===== src/hdl/fixed_point_decimal_formatter_macros.svh =====
// ---------------------------------------------------------------------------
// Fixed-point decimal formatter: assertion macros
// Clocked on clk, disabled while rst_n is low. Empty under SYNTHESIS.
// ---------------------------------------------------------------------------
`ifndef FIXED_POINT_DECIMAL_FORMATTER_MACROS_SVH
`define FIXED_POINT_DECIMAL_FORMATTER_MACROS_SVH

`ifndef SYNTHESIS

// expr must hold at every clock edge
`define FPDF_ASSERT_ALWAYS(label, expr, msg) \
  label: assert property (@(posedge clk) disable iff (!rst_n) (expr)) \
    else $error(msg);

// ante at one edge implies cons at the same edge
`define FPDF_ASSERT_IMPL(label, ante, cons, msg) \
  label: assert property (@(posedge clk) disable iff (!rst_n) (ante) |-> (cons)) \
    else $error(msg);

// ante at one edge implies cons at the next edge
`define FPDF_ASSERT_NEXT(label, ante, cons, msg) \
  label: assert property (@(posedge clk) disable iff (!rst_n) (ante) |=> (cons)) \
    else $error(msg);

`else

`define FPDF_ASSERT_ALWAYS(label, expr, msg)
`define FPDF_ASSERT_IMPL(label, ante, cons, msg)
`define FPDF_ASSERT_NEXT(label, ante, cons, msg)

`endif

`endif


===== src/hdl/fpdf_pkg.sv =====
// ---------------------------------------------------------------------------
// fpdf_pkg
// Shared types, codes and constants of the fixed-point decimal formatter.
// ---------------------------------------------------------------------------
package fpdf_pkg;

  // character sequence
  localparam logic [2:0] LAST_IDX   = 3'd6;
  localparam logic [2:0] MAX_PLACES = 3'd6;

  // ASCII codes
  localparam logic [7:0] CHAR_ZERO  = 8'h30;
  localparam logic [7:0] CHAR_PLUS  = 8'h2B;
  localparam logic [7:0] CHAR_MINUS = 8'h2D;

  // configuration register indexes
  localparam logic [1:0] REG_DECIMAL_PLACES = 2'd0;
  localparam logic [1:0] REG_UNSIGNED_MODE  = 2'd1;
  localparam logic [1:0] REG_DECIMAL_MARK   = 2'd2;

  // configuration reset values
  localparam logic [2:0] RST_DECIMAL_PLACES = 3'd4;
  localparam logic       RST_UNSIGNED_MODE  = 1'b1;
  localparam logic [7:0] RST_DECIMAL_MARK   = 8'd44;

  typedef struct packed {
    logic [2:0] mark_pos;       // output slot that carries the decimal mark
    logic       unsigned_mode;
    logic [7:0] mark;
  } fmt_cfg_t;

  // d * 10^pow_idx, pow_idx 0..4, d 0..9
  function automatic logic [16:0] digit_weight(input logic [2:0] pow_idx,
                                               input logic [3:0] d);
    logic [16:0] base;
    logic [20:0] prod;
    case (pow_idx)
      3'd0:    base = 17'd1;
      3'd1:    base = 17'd10;
      3'd2:    base = 17'd100;
      3'd3:    base = 17'd1000;
      default: base = 17'd10000;
    endcase
    prod = base * {13'd0, d};
    return prod[16:0];
  endfunction

endpackage


===== src/hdl/fpdf_cfg_regs.sv =====
// ---------------------------------------------------------------------------
// fpdf_cfg_regs
// Configuration registers; derives the slot of the decimal mark.
// ---------------------------------------------------------------------------
module fpdf_cfg_regs import fpdf_pkg::*; (
  input  logic       clk,
  input  logic       rst_n,
  input  logic       wr_en,
  input  logic [1:0] wr_index,
  input  logic [7:0] wr_data,
  output fmt_cfg_t   fmt
);

  logic [2:0] places_r, places_nxt;
  logic       unsigned_r, unsigned_nxt;
  logic [7:0] mark_r, mark_nxt;
  logic [2:0] places_clamped;

  always_comb begin
    places_nxt   = places_r;
    unsigned_nxt = unsigned_r;
    mark_nxt     = mark_r;
    if (wr_en) begin
      case (wr_index)
        REG_DECIMAL_PLACES: places_nxt   = wr_data[2:0];
        REG_UNSIGNED_MODE:  unsigned_nxt = wr_data[0];
        REG_DECIMAL_MARK:   mark_nxt     = wr_data;
        default: ;
      endcase
    end
  end

  always_ff @(posedge clk) begin
    if (!rst_n) begin
      places_r   <= RST_DECIMAL_PLACES;
      unsigned_r <= RST_UNSIGNED_MODE;
      mark_r     <= RST_DECIMAL_MARK;
    end else begin
      places_r   <= places_nxt;
      unsigned_r <= unsigned_nxt;
      mark_r     <= mark_nxt;
    end
  end

  // seven places acts as six
  assign places_clamped     = (places_r > MAX_PLACES) ? MAX_PLACES : places_r;
  assign fmt.mark_pos       = LAST_IDX - places_clamped;
  assign fmt.unsigned_mode  = unsigned_r;
  assign fmt.mark           = mark_r;

endmodule


===== src/hdl/fpdf_digit_step.sv =====
// ---------------------------------------------------------------------------
// fpdf_digit_step
// Extracts one decimal digit, most significant first, and the remainder.
// ---------------------------------------------------------------------------
module fpdf_digit_step import fpdf_pkg::*; (
  input  logic [15:0] rem,
  input  logic [2:0]  pow_idx,
  output logic [3:0]  digit,
  output logic [15:0] rem_out
);

  always_comb begin
    logic [16:0] sub_val;
    digit   = 4'd0;
    sub_val = 17'd0;
    // parallel compares against 1..9 times the weight; highest hit wins
    for (int d = 1; d <= 9; d++) begin
      if ({1'b0, rem} >= digit_weight(pow_idx, 4'(d))) begin
        digit   = 4'(d);
        sub_val = digit_weight(pow_idx, 4'(d));
      end
    end
    rem_out = rem - sub_val[15:0];
  end

endmodule


===== src/hdl/fixed_point_decimal_formatter.sv =====
// ---------------------------------------------------------------------------
// fixed_point_decimal_formatter
// Prints a 16-bit value as seven ASCII characters with a decimal mark.
// ---------------------------------------------------------------------------
// Usage:
//   A value is taken on in_value at a clock edge where start is high and
//   busy is low. The block then emits seven characters, one per cycle, on
//   out_character, each marked by out_strobe for exactly one cycle;
//   out_last flags the seventh. The sign and five digits with leading
//   zeros follow in that order, with the decimal mark put into the slot
//   chosen by decimal_places; with six places the mark precedes the sign.
//   Characters are registered in char_r from the sequencer state. The
//   rate of values is set by the single character output; busy drops in
//   the cycle before the last character appears, so the next value
//   follows without a gap. One digit is extracted per cycle, except in
//   the sign and mark slots, by a compare-and-subtract step.
//   Configuration: cfg_valid/cfg_ready with cfg_index and cfg_data; ready is
//   always high. Write only while no value is in flight.
//   Reset (rst_n low, synchronous): sequencer idle, no strobe, registers
//   back to 4 places, unsigned mode, comma as mark.
//   The receiver cannot stall; characters are never held.
// ---------------------------------------------------------------------------
`include "fixed_point_decimal_formatter_macros.svh"

module fixed_point_decimal_formatter import fpdf_pkg::*; (
  input  logic        clk,
  input  logic        rst_n,
  // input channel
  input  logic        start,
  output logic        busy,
  input  logic [15:0] in_value,
  // result channel
  output logic        out_strobe,
  output logic [7:0]  out_character,
  output logic        out_last,
  // configuration
  input  logic        cfg_valid,
  output logic        cfg_ready,
  input  logic [1:0]  cfg_index,
  input  logic [7:0]  cfg_data
);

  fmt_cfg_t fmt;

  logic        active_r, active_nxt;
  logic [2:0]  cnt_r, cnt_nxt;
  logic [15:0] rem_r, rem_nxt;
  logic        neg_r, neg_nxt;

  logic        strobe_r, strobe_nxt;
  logic [7:0]  char_r, char_nxt;
  logic        last_r, last_nxt;

  logic        accept;
  logic        is_neg;
  logic [15:0] mag;
  logic [2:0]  t_pos;
  logic        is_mark;
  logic        is_sign;
  logic        emit_digit;
  logic [2:0]  pow_idx;
  logic [3:0]  digit_w;
  logic [15:0] rem_after;

  assign cfg_ready = 1'b1;

  fpdf_cfg_regs u_cfg (
    .clk      (clk),
    .rst_n    (rst_n),
    .wr_en    (cfg_valid && cfg_ready),
    .wr_index (cfg_index),
    .wr_data  (cfg_data),
    .fmt      (fmt)
  );

  fpdf_digit_step u_digit (
    .rem     (rem_r),
    .pow_idx (pow_idx),
    .digit   (digit_w),
    .rem_out (rem_after)
  );

  assign busy   = active_r && (cnt_r != LAST_IDX);
  assign accept = start && !busy;

  // -32768 wraps to 0x8000, which is its magnitude
  assign is_neg = !fmt.unsigned_mode && in_value[15];
  assign mag    = is_neg ? (~in_value + 16'd1) : in_value;

  // text slot behind the current output slot
  assign t_pos      = (cnt_r < fmt.mark_pos) ? cnt_r : (cnt_r - 3'd1);
  assign is_mark    = (cnt_r == fmt.mark_pos);
  assign is_sign    = !is_mark && (t_pos == 3'd0);
  assign emit_digit = !is_mark && !is_sign;
  assign pow_idx    = 3'd5 - t_pos;

  always_comb begin
    active_nxt = active_r;
    cnt_nxt    = cnt_r;
    rem_nxt    = rem_r;
    neg_nxt    = neg_r;
    if (accept) begin
      active_nxt = 1'b1;
      cnt_nxt    = 3'd0;
      rem_nxt    = mag;
      neg_nxt    = is_neg;
    end else if (active_r) begin
      if (cnt_r == LAST_IDX) begin
        active_nxt = 1'b0;
      end else begin
        cnt_nxt = cnt_r + 3'd1;
      end
      if (emit_digit) begin
        rem_nxt = rem_after;
      end
    end
  end

  always_comb begin
    strobe_nxt = active_r;
    last_nxt   = active_r && (cnt_r == LAST_IDX);
    if (is_mark) begin
      char_nxt = fmt.mark;
    end else if (is_sign) begin
      char_nxt = neg_r ? CHAR_MINUS : CHAR_PLUS;
    end else begin
      char_nxt = CHAR_ZERO + {4'd0, digit_w};
    end
  end

  always_ff @(posedge clk) begin
    if (!rst_n) begin
      active_r <= 1'b0;
      cnt_r    <= 3'd0;
      strobe_r <= 1'b0;
      last_r   <= 1'b0;
    end else begin
      active_r <= active_nxt;
      cnt_r    <= cnt_nxt;
      strobe_r <= strobe_nxt;
      last_r   <= last_nxt;
    end
  end

  always_ff @(posedge clk) begin
    rem_r  <= rem_nxt;
    neg_r  <= neg_nxt;
    char_r <= char_nxt;
  end

  assign out_strobe    = strobe_r;
  assign out_character = char_r;
  assign out_last      = last_r;

  `FPDF_ASSERT_NEXT(a_accept_restarts, accept, active_r && cnt_r == 3'd0, "no restart")
  `FPDF_ASSERT_NEXT(a_last_follows, active_r && cnt_r == LAST_IDX, out_strobe && out_last, "no last")
  `FPDF_ASSERT_ALWAYS(a_last_strobed, !out_last || out_strobe, "last without strobe")
  `FPDF_ASSERT_IMPL(a_digit_range, active_r && emit_digit, digit_w <= 4'd9, "digit out of range")
  `FPDF_ASSERT_IMPL(a_rem_drained, active_r && cnt_r == LAST_IDX, rem_r < 16'd10, "digits left over")

endmodule

===== config.mk =====
export PLATFORM = sky130hd
export DESIGN_NAME = fixed_point_decimal_formatter
export DESIGN_NICKNAME = d
export VERILOG_FILES = /design/src/hdl/fpdf_pkg.sv /design/src/hdl/fpdf_cfg_regs.sv /design/src/hdl/fpdf_digit_step.sv /design/src/hdl/fixed_point_decimal_formatter.sv
export VERILOG_INCLUDE_DIRS = /design/src /design/src/hdl
export SDC_FILE = /design/constraint.sdc
export NUM_CORES = 1
export LEC_CHECK = 0
export ABC_AREA = 1
export BUFFER_PORTS_ARGS = -buffer_cell sky130_fd_sc_hd__buf_2
export CORE_ASPECT_RATIO = 1.5
export CORE_MARGIN = 3
export CORE_UTILIZATION = 40
export CTS_BUF_LIST = sky130_fd_sc_hd__clkbuf_8
export DETAILED_ROUTE_END_ITERATION = 16
export GPL_TIMING_DRIVEN = 0
export SYNTH_ARGS = -nofsm -noshare
export SYNTH_HDL_FRONTEND = slang
export SYNTH_SLANG_ARGS = --single-unit

===== constraint.sdc =====
create_clock -name clk -period 10.4 [get_ports clk]
set_clock_uncertainty 0.1 [all_clocks]
set_input_delay 1.04 -clock clk [delete_from_list [all_inputs] [get_ports clk]]
set_output_delay 1.04 -clock clk [all_outputs]
set_load 0.1 [all_outputs]

======== Word level (Yosys, flattened, before mapping) ========
Cells that the tools add are included.
storage, ports and cells
  word-level logic and storage cells ...... 106
  input bits .............................. 30
  register bits after elaboration ......... 43
  output and inout bits ................... 12
operators by class
  bitwise logic cells ..................... 3
  multiplexer cells ....................... 36
  multipliers ............................. 10
  reductions and logical operators ........ 21
  $lt $le $gt $ge ......................... 11
  equality and inequality tests ........... 8
  add/sub/neg operators ................... 7
operator list
  kind                                                 count
  2-to-1 mux 16 bit                                    11
  >= comparator 16 x 17 -> 1 bit                       6
  2-to-1 mux 17 bit                                    5
  case mux 14 bit (4 select lines)                     1
  multiplier 14 x 3 -> 17 bit (second input constant)  2
  multiplier 17 x 3 -> 16 bit (second input constant)  2
  multiplier 14 x 2 -> 16 bit (second input constant)  2
  2-to-1 mux 3 bit                                     7
  multiplier 14 x 4 -> 17 bit (second input constant)  1
  multiplier 17 x 2 -> 15 bit (second input constant)  1
  multiplier 17 x 2 -> 16 bit (second input constant)  1
  multiplier 17 x 4 -> 16 bit (second input constant)  1
  adder 16 x 1 -> 16 bit (second input constant)       1
  >= comparator 16 x 14 -> 1 bit                       1
  >= comparator 16 x 15 -> 1 bit                       1
  >= comparator 16 bit                                 1
  NOT 16 bit                                           1
  subtractor 16 bit                                    1
  2-to-1 mux 15 bit                                    1
  2-to-1 mux 14 bit                                    1
  AND reduction 2 bit                                  5
  2-to-1 mux 4 bit                                     2
  2-to-1 mux 8 bit                                     1
  adder 6 x 4 -> 7 bit (first input constant)          1
  other kinds (22)                                     39

======== Depth between registers and ports, before layout ========
  depth in word-level cells ............... 23
  depth in mapped cells ................... 54
  mapped depth without buffers ............ 54

======== Modules after synthesis ========
From an unflattened synthesis, not the netlist that was laid out.
unflattened totals
  cells, all modules ...................... 1139
  area total of the unflattened synthesis .. 7472.2 sq um
by module, submodules not included
  module                         times used  seq. area each (sq um)  cells an instance  area each (sq um)
  fpdf_digit_step                1           0.0                     838                5104.9
  fixed_point_decimal_formatter  1           790.8                   224                1813.0
  fpdf_cfg_regs                  1           240.2                   77                 554.3

======== Least setup slack after synthesis ========
Ideal clock, no wire load.
  path type ............................... flip-flop to flip-flop
  start point ............................. reg u_cfg.places_r[1]
  end point ............................... reg rem_r[15], data pin
  path slack .............................. 3592 ps
  buffers on the path ..................... 1
  stages on the path, launching flop included .. 46
  clock period less this slack ............ 6808 ps
  data required time ...................... 10043 ps
  arrival ................................. 6451 ps
  library setup time ...................... 257 ps
  cells stage by stage .................... dfxtp_1 -> nand2_1 -> nand2_1 -> o21ai_0 -> ha_1 -> a21oi_4 -> nand2_4 -> nand2_2 -> nand2_4 -> nor2_4 -> nand2_2 -> nand2_1 -> inv_1 -> fa_1 -> inv_1 -> ha_1 -> a21o_1 -> a21oi_1 -> (+10 left out) -> a21oi_2 -> buf_2 -> a21oi_1 -> nand2_1 -> nand2_1 -> nand2_1 -> ha_1 -> inv_1 -> nor3_1 -> nand3_1 -> o221ai_1 -> nand2_1 -> inv_1 -> nand2_1 -> o21ai_0 -> nand3_1 -> nand3_1 -> nand2_1
on the way
  longest elaborated chain between the ends .. 22
  elaborated cells on any way between the ends .. 48
  classes of those cells .................. add/sub: 3; mul: 10; order compare: 11; eq/ne: 3; mux: 20; reduce/logical: 1
ends and longest elaborated chain
  element                                                                 line                                  text
  start, declared                                                         fpdf_cfg_regs.sv:14                   logic [2:0] places_r, places_nxt;
  start signal, assigned                                                  fpdf_cfg_regs.sv:39                   places_r <= places_nxt;
  > comparator 3 bit                                                      fpdf_cfg_regs.sv:46                   assign places_clamped = (places_r > MAX_PLACES) ? MAX_PLACES : places_r;
  2-to-1 mux 3 bit *                                                      fpdf_cfg_regs.sv:46
  subtractor 3 bit *                                                      fpdf_cfg_regs.sv:47                   assign fmt.mark_pos = LAST_IDX - places_clamped;
  less-than comparator 3 bit *                                            fixed_point_decimal_formatter.sv:91   assign t_pos = (cnt_r < fmt.mark_pos) ? cnt_r : (cnt_r - 3'd1);
  2-to-1 mux 3 bit *                                                      fixed_point_decimal_formatter.sv:91
  subtractor 3 bit *                                                      fixed_point_decimal_formatter.sv:95   assign pow_idx = 3'd5 - t_pos;
  == test 3 x 2 -> 1 bit (tied with other cells)                          fpdf_pkg.sv:37                        case (pow_idx)
  case mux 14 bit (4 select lines) *                                      fpdf_pkg.sv:37
  branches (longest 9 deep; another with >= comparator 16 x 17 -> 1 bit)  --
  2-to-1 mux 16 bit *                                                     fpdf_digit_step.sv:18                 if ({1'b0, rem} >= digit_weight(pow_idx, 4'(d))) begin
  subtractor 16 bit *                                                     fpdf_digit_step.sv:23                 rem_out = rem - sub_val[15:0];
  2-to-1 mux 16 bit *                                                     fixed_point_decimal_formatter.sv:113  if (emit_digit) begin
  2-to-1 mux 16 bit *                                                     fixed_point_decimal_formatter.sv:107  end else if (active_r) begin
  2-to-1 mux 16 bit *                                                     fixed_point_decimal_formatter.sv:102  if (accept) begin
  named net rem_nxt[15]                                                   fixed_point_decimal_formatter.sv:47   logic [15:0] rem_r, rem_nxt;
  end signal, assigned                                                    fixed_point_decimal_formatter.sv:146  rem_r <= rem_nxt;
  end, declared                                                           fixed_point_decimal_formatter.sv:47
Mark *: on every way through the listed nets, which the timed path passes. The select of a mux whose other input is x is not followed.
A chain may end at the register's enable or synchronous reset.

======== Final worst setup path ========
Same ends and word-level chain as after synthesis.

==> run summary <==
Clock transition at path regs = 0.09 ns
relative slew slack = 17.9%
Top delay family on crit path = simple AND/OR/NAND/NOR gates
final std cells w/o fill = 1483
static leakage = 4.32 nW
post-DP HPWL = 21400 um
crit share post-route = 83.9%
pwr dens = 369 nW/um^2
most frequent cells in the layout = 297 x nand2_1, 159 x inv_1, 135 x ha_1, 117 x a21oi_1, 90 x nor2_1
Post-synth EDFFs = 17
initial antenna violation count = 0
Reg-to-Reg End = rem_r[15]
CORE AREA = 18600 um^2
Worst Tran Pin Value = 1.20 ns
compound-cell area share of the yosys netlist = 16.7%
Hold Path Origin = u_cfg.mark_r[5]
clk sinks = 43
RSZ-0062 raised after global routing = false
Worst VDD drop = 0.236 mV
total negative slack = 0 ns
Placer Congestion = 1.06
total iterations of the first detailed-routing run = 6
Psw = 1.85 mW
grt total ovfl = 0
Core Rows = 61
Seq pwr share = 13.3%
Via Count = 8011
hold path cells = 2
combinational share of power = 82.2%
CP Class = flop to flop
top_reg_cell synth = dfxtp_1
# H-tree levels = 2
XOR/XNOR share of the synthesized area = 2.37%
Worst setup SP type = flop
hold_buf cts = 0
die extent in y = 175 um
WP data required = 10.38 ns
outcome = finished, final reports clean
total track usage = 25.5%
synth warn = 0
commonest non-fill, non-tap cell in the layout = nand2_1
CP bufs+invs = 4
CTS buffer count = 5
Syn Area/Cell = 6.44 um^2
DRC viols = 0
Cells after DPL = 1475
Synth top area share = 22.2%
Avg WL per Cell = 17.9 um
CTS root buffer = clkbuf_8
Fin. Hold Viols = 0
number of DRC markers in iteration 0 = 490
share of cells above drive strength 1 = 8.61%
Die ar. = 20700 um^2
Synth area leader = ha_1
CP max stage cell = fa_1
pin count of the biggest net entering global routing = 25
Port Buffer Count = 40
setup bufs post-CTS = 0
first-pass GRT wire length = 41600 um
CTS tree = yes
minimum clock period = 8.72 ns
library cells used by synthesis = 58
post-synthesis cell area = 7600 um^2
initial core utilization = 40.8%
post-route ant nets = 0
asr flop ratio synth = 0%
Clock power frac = 4.5%
Cells after Synth = 1179
Diodes inserted = 0
fraction of power spent switching nets = 60.8%
Max Slew Vio Count = 0
clk buf depth = 2
total wire length = 26600 um
top cells by area, synth = ha_1 22%, nand2_1 15%, inv_1 7.9%, a21oi_1 7.7%, dfxtp_1 6.8%
Die W = 119 um
NumNets Final = 1403
post-synthesis simple-gate area fraction = 33.1%
R2R Setup Slk = 1.68 ns
Tot Pwr = 3.04 mW
Achievable Freq = 0.115 GHz
post-CTS sizing = 0
vias in the first global route = 7919
max-cap viol count = 0
largest family of logic cells by synthesized area = simple AND/OR/NAND/NOR gates
end of the worst hold path = out_character[5]
FILL cells = 2087
CP peak stage delay = 0.58 ns
reg2reg start = u_cfg.places_r[1]
Worst Path Max Fanout = 13
DR vias/cell = 5.40
Hold Path Class = flop to flop
Final setup viols = 0
post-synthesis sequential area ratio = 13.6%
FF+latch count, synth = 43
Synth Area in Adders = 24.3%
mux cell area share after synthesis = 0%
Worst-Skew Late Latency = 0.31 ns
Critical Path Sink Type = flop
Int Power = 1.19 mW
crit-path most repeated cell = nand2_1
Syn-to-layout area delta = 8.46%
Critical Path AT = 8.70 ns
Ports = 42
depth of the most critical reg-to-reg path = 44
kinds of logic (layout without fill, tap and decap cells):
kind of cell               count (synthesis)  in the layout
xor gates and xnor gates                  18             18
AOI/OAI and AO/OA                        229            229
other                                      2              6
DFF                                       43             43
and+or+nand+nor                          557            557
buffers and inverters                    187            235
adders and majority gates                143            143
power by group through the flow:
| stage | combinational, mW | clock [mW] | sequential (mW) |
|---|---|---|---|
| final | 2.50 | 0.137 | 0.404 |
| after global placement | 2.43 | 0 | 0.404 |
| after floorplan | 1.80 | 0 | 0.394 |
| after CTS | 2.48 | 0.142 | 0.402 |
| after global routing | 2.84 | 0.144 | 0.408 |
| after detailed placement | 2.46 | 0 | 0.406 |
through the flow:
step / setup slack [ns] / hold slack (ns) / area, um^2 / util [%]
after floorplan: 3.59 / 0.300 / 7610 / -
after global placement: 1.69 / 0.316 / 8130 / 43.7
after detailed placement: 1.75 / 0.323 / 8130 / 43.7
after CTS: 1.75 / 0.343 / 8240 / 44.3
after global routing: 1.03 / 0.353 / 8240 / 44.3
final: 1.68 / 0.337 / 8240 / 44.3
cell type report:
| type | count | area [um^2] | share of cell area (%) |
|---|---|---|---|
| buffer | 19 | 111 | 1.35 |
| tap | 252 | 315 | 3.83 |
| clock inverter | 3 | 43.8 | 0.531 |
| timing repair buffer | 40 | 200 | 2.43 |
| clock buffer | 5 | 68.8 | 0.835 |
| inverter | 168 | 633 | 7.68 |
| sequential | 43 | 1030 | 12.5 |
| multi-input combinational | 953 | 5840 | 70.8 |
how the worst max path moves through the flow:
stage	from	end	cells past startpoint
after floorplan	u_cfg.places_r[1]	rem_r[15]	45
after global placement	u_cfg.places_r[1]	rem_r[15]	44
after detailed placement	u_cfg.places_r[1]	rem_r[15]	44
after CTS	u_cfg.places_r[1]	rem_r[15]	44
after global routing	u_cfg.places_r[1]	rem_r[15]	45
final	u_cfg.places_r[1]	rem_r[15]	44
state kept, by name, summed over array words and instances, names as in the netlist:
register          cells
u_cfg.unsigned_r      1
out_last              1
u_cfg.mark_r          8
cnt_r                 3
active_r              1
out_character         8
neg_r                 1
rem_r                16
out_strobe            1
u_cfg.places_r        3
cells in the mapped netlist (all sizes together) (2+ instances only):
cell type	number
a31oi	3
nor2	97
dfxtp	26
a21oi	120
conb	2
o21bai	5
o32ai	3
nor4	2
ha	135
nand4	26
xnor2	4
o21a	2
nor3	25
a21o	4
xor2	14
buf	10
inv	167
nand2	313
edfxtp	17
nand3	84
o21ai	69
fa	8
o31ai	2
o211ai	6
o22ai	6
a211oi	5
clkbuf	9
or2	5
worst reg2reg max path, delay by kind of cell (launching register included):
kind,cells,cell delay (ns)
compound gates,10,2.22
fa+ha+maj,5,1.69
flops,1,0.33
buf+inv,4,0.83
simple gates,25,3.28
metal layers:
metal	wire (um)	global-route usage, %
met3	1040	1.20
met2	13700	48.1
met5	0	0
met1	10100	27.7
met4	1720	15.3
(Power assumes the default switching activity.)
